**config.mk**
```make
export PLATFORM = sky130hd
export DESIGN_NAME = dslpg_project
export DESIGN_NICKNAME = d
export VERILOG_FILES = /design/src/dslpg_project.sv
export SDC_FILE = /design/constraint.sdc
export NUM_CORES = 2
export LEC_CHECK = 0
export BUFFER_PORTS_ARGS = -buffer_cell sky130_fd_sc_hd__buf_2
export CAP_MARGIN = 0
export CORE_MARGIN = 2
export CORE_UTILIZATION = 45
export CTS_BUF_LIST = sky130_fd_sc_hd__clkbuf_16
export DETAILED_ROUTE_END_ITERATION = 10
export PLACE_DENSITY_LB_ADDON = 0.08
export SLEW_MARGIN = 20
export SYNTH_ARGS = -nofsm -noshare
export SYNTH_HDL_FRONTEND = slang
export SYNTH_SLANG_ARGS = --single-unit
```
**constraint.sdc**
```tcl
create_clock -name aclk -period 17.2 [get_ports aclk]
set_input_delay 1.72 -clock aclk [delete_from_list [all_inputs] [get_ports aclk]]
set_output_delay 1.72 -clock aclk [all_outputs]
set_load 0.01 [all_outputs]
```
**src/dslpg_project.sv**
```systemverilog
module dslpg_project (
    input  logic        aclk,
    input  logic        en,
    input  logic [9:0]  pos,
    input  logic [15:0] center,
    input  logic [23:0] inv,
    input  logic [15:0] depth,
    output logic [23:0] coord
);
    // Three stages: d*inv, then *depth, then round and saturate.
    logic signed [15:0] pos16;
    logic signed [16:0] diff;
    logic               neg_reg, neg2_reg;
    logic [16:0]        mag;
    logic [40:0]        prod1_reg;
    logic [15:0]        depth_reg;
    logic [56:0]        prod2_reg;
    logic [33:0]        rnd;
    logic [23:0]        coord_next;

    assign pos16 = signed'({2'b00, pos, 4'b0000});
    assign diff = 17'(pos16) - 17'(signed'(center));
    assign mag = diff[16] ? 17'(-diff) : diff;

    always_ff @(posedge aclk) begin
        if (en) begin
            prod1_reg <= 41'(mag) * 41'(inv);
            neg_reg <= diff[16];
            depth_reg <= depth;
            prod2_reg <= 57'(prod1_reg) * 57'(depth_reg);
            neg2_reg <= neg_reg;
            coord <= coord_next;
        end
    end

    always_comb begin
        rnd = 34'((prod2_reg + 57'(1 << 23)) >> 24);
        if (neg2_reg) begin
            coord_next = (rnd > 34'd8388608) ? 24'h800000 : 24'(-rnd);
        end else begin
            coord_next = (rnd > 34'd8388607) ? 24'h7FFFFF : rnd[23:0];
        end
    end
endmodule

```
==> results.yml <==
synth:
  yosysUniqueCellTypes: 87
  synth-seq-cells: 117
  synth_cells: 4295
  synth_flop_cell: "edfxtp_1"
  synth_top_area_share_pct: 44.92
  synth_warnings: 0
  synth_edf_count: 117
  yosysTopAreaCell: "fa_1"
  synthArstFlopShare_pct: 0
  synth_area_leaders: "fa_1 45%, inv_1 9.3%, edfxtp_1 9.0%"
  syn_area_sq_um: 38870
  synth_common_cells: "961 x inv_1, 872 x fa_1, 814 x nand2_1"
  yosysMostFrequentCell: "inv_1"
  syn_avg_cell_area_sq_um: 9.049
  ys_seq_area_share_pct: 9.040
sta:
  timing.fmax_mhz: 94.17
  finalSetupTns_ns: 0
  worst_pin_slew_ns: 1.045
  relSlewSlack_pct: 30.32
  fin_skew_ns: 0.01701
  setup_viol: 0
  rsz0062_at_grt: "false"
  min_period_ns: 10.62
  hold_viol: 0
  report.final.slew_viol_count: 0
  final.period_utilization_pct: 61.74
cts:
  clk_latency_ns: 0.47
  cts_inserted_buffers: 17
  post-cts-setup-buffers: 0
  clkTransAtPathRegs_ns: 0.08
  holdBufCountCts: 0
  clock_sinks: 117
  htree_levels: 4
  clock_path_buffers: 2
  cts_tree: "built"
  cts_resized: 0
  cts_root_buffer: "clkbuf_16"
critical_path:
  path_delay_family: "compound AO/OA/AOI/OAI gates"
  path_buf_inv: 6
  cp-start-kind: "primary input"
  slowest_delay_ns: 0.79
  worstPathRequired_ns: 17.42
  critical-path-slowest-cell: "a211o_1"
  worstRegToRegCells: 18
  crit_path_frequent_cell: "fa_1"
  worstSetupEndpointType: "flip-flop"
  worst-path-stages: 32
  path_class: "in -> reg"
  cp_max_fo: 27
  arrival_ns: 10.84
floorplanning:
  die_w_um: 297.9
  start_util_pct: 45.50
  die_area_sq_um: 88740
  dieHeight_um: 297.9
  ios: 92
  std_cell_rows: 107
  fp.coreArea_sq_um: 85410
routing:
  finalWirelength_um: 103300
  vias: 28340
  drt_iter0_drc: 1691
  drcViolationCount: 0
  ant_nets: 0
  vias_per_cell: 5.224
  wl_per_cell_um: 19.04
  dr.pass1.iters: 6
finish:
  n_antenna_cell: 0
  largest_register_ffs: 41
  instances_no_fill: 5425
  synthToLayoutAreaGrowth_pct: 5.524
  drive_above_1_share_pct: 5.022
  nets: 5463
global_routing:
  grtUsageTotal_pct: 24.11
  grt_pass1_wl_um: 168200
  grt_antenna_before_repair: 1
  grt_pass1_vias: 30190
  grt_max_degree: 67
  overflow: 0
hold_path:
  hold_depth: 0
  hold_class: "reg -> reg"
place:
  place_inst: 5393
  portBuffers: 91
  globalplace.congestion: 0.8563
  hpwlAfterDp_um: 77230
status:
  status: "completed"
job:
  cap_violations: 0
==> layout make-up <==
type	instances	area, sq um
clock buffer	17	425.4
clock inverter	15	163.9
fill	8385	44400
inverter	961	3607
multi-input combinational	3045	31150
sequential	117	3513
tap	1144	1431
timing repair buffer	126	720.7
==> metrics by stage <==
| step | setup WS [ns] | instance area, sq um | hold WS [ns] | util (%) |
|---|---|---|---|---|
| after floorplan | 7.106 | 38950 | 0.4003 | - |
| after global placement | 6.219 | 40420 | 0.5996 | 47.32 |
| after detailed placement | 6.105 | 40420 | 0.6054 | 47.33 |
| after CTS | 6.606 | 41010 | 0.6347 | 48.02 |
| after global routing | 5.970 | 41010 | 0.6598 | 48.02 |
| final | 6.581 | 41010 | 0.6464 | 48.02 |
==> worst paths after layout <==
kind	slack (ns)	start	end
max	6.58	center[0]	prod1_reg[39]$_DFFE_PP_
min	0.65	neg_reg$_DFFE_PP_	neg2_reg$_DFFE_PP_
max reg2reg	9.56	prod1_reg[22]$_DFFE_PP_	prod2_reg[55]$_DFFE_PP_
min reg2reg	0.65	neg_reg$_DFFE_PP_	neg2_reg$_DFFE_PP_
==> layer usage <==
metal	share of wire, %	vias to the layer above	GRT usage [%]
li1	-	12930	-
met1	47	14560	35.04
met2	47	756	39.46
met3	5.1	95	2.443
met4	1.5	0	4.690
met5	0	-	0
==> cell usage in the layout, fill, tap and decap left out, types with 11 or more instances in the layout <==
cell	netlist	routed
o21a_1	20	20
a31oi_1	14	14
a21boi_0	35	35
conb_1	2	24
clkbuf_16	0	17
edfxtp_1	117	117
and2_1	263	263
and4_1	11	11
nand3_1	45	45
buf_4	4	36
o21bai_1	12	12
fa_1	872	872
nor2b_1	11	11
and3_1	27	27
inv_1	961	961
ha_1	255	255
a21o_1	42	42
o21ai_0	60	60
nand2b_1	15	15
a211oi_1	20	20
nor2_1	72	72
xor2_1	43	37
buf_2	6	90
nor3_1	38	38
nand4_1	18	18
nand2_1	814	814
a21oi_1	91	91
xnor2_1	70	66
==> cell families after synthesis <==
family | count (synthesis) | synth area share [%]
AO/OA/AOI/OAI | 405 | 7.414
XOR/XNOR | 113 | 2.546
adder cells (fa/ha/maj) | 1127 | 53.12
buffers and inverters | 1155 | 11.25
flip-flops | 117 | 9.040
multiplexers | 4 | 0.1062
other | 2 | 0.01932
AND/OR/NAND/NOR | 1372 | 16.50
Power is not shown: default switching activity piles up to over one toggle a cycle in this logic, so the estimate is an artifact.
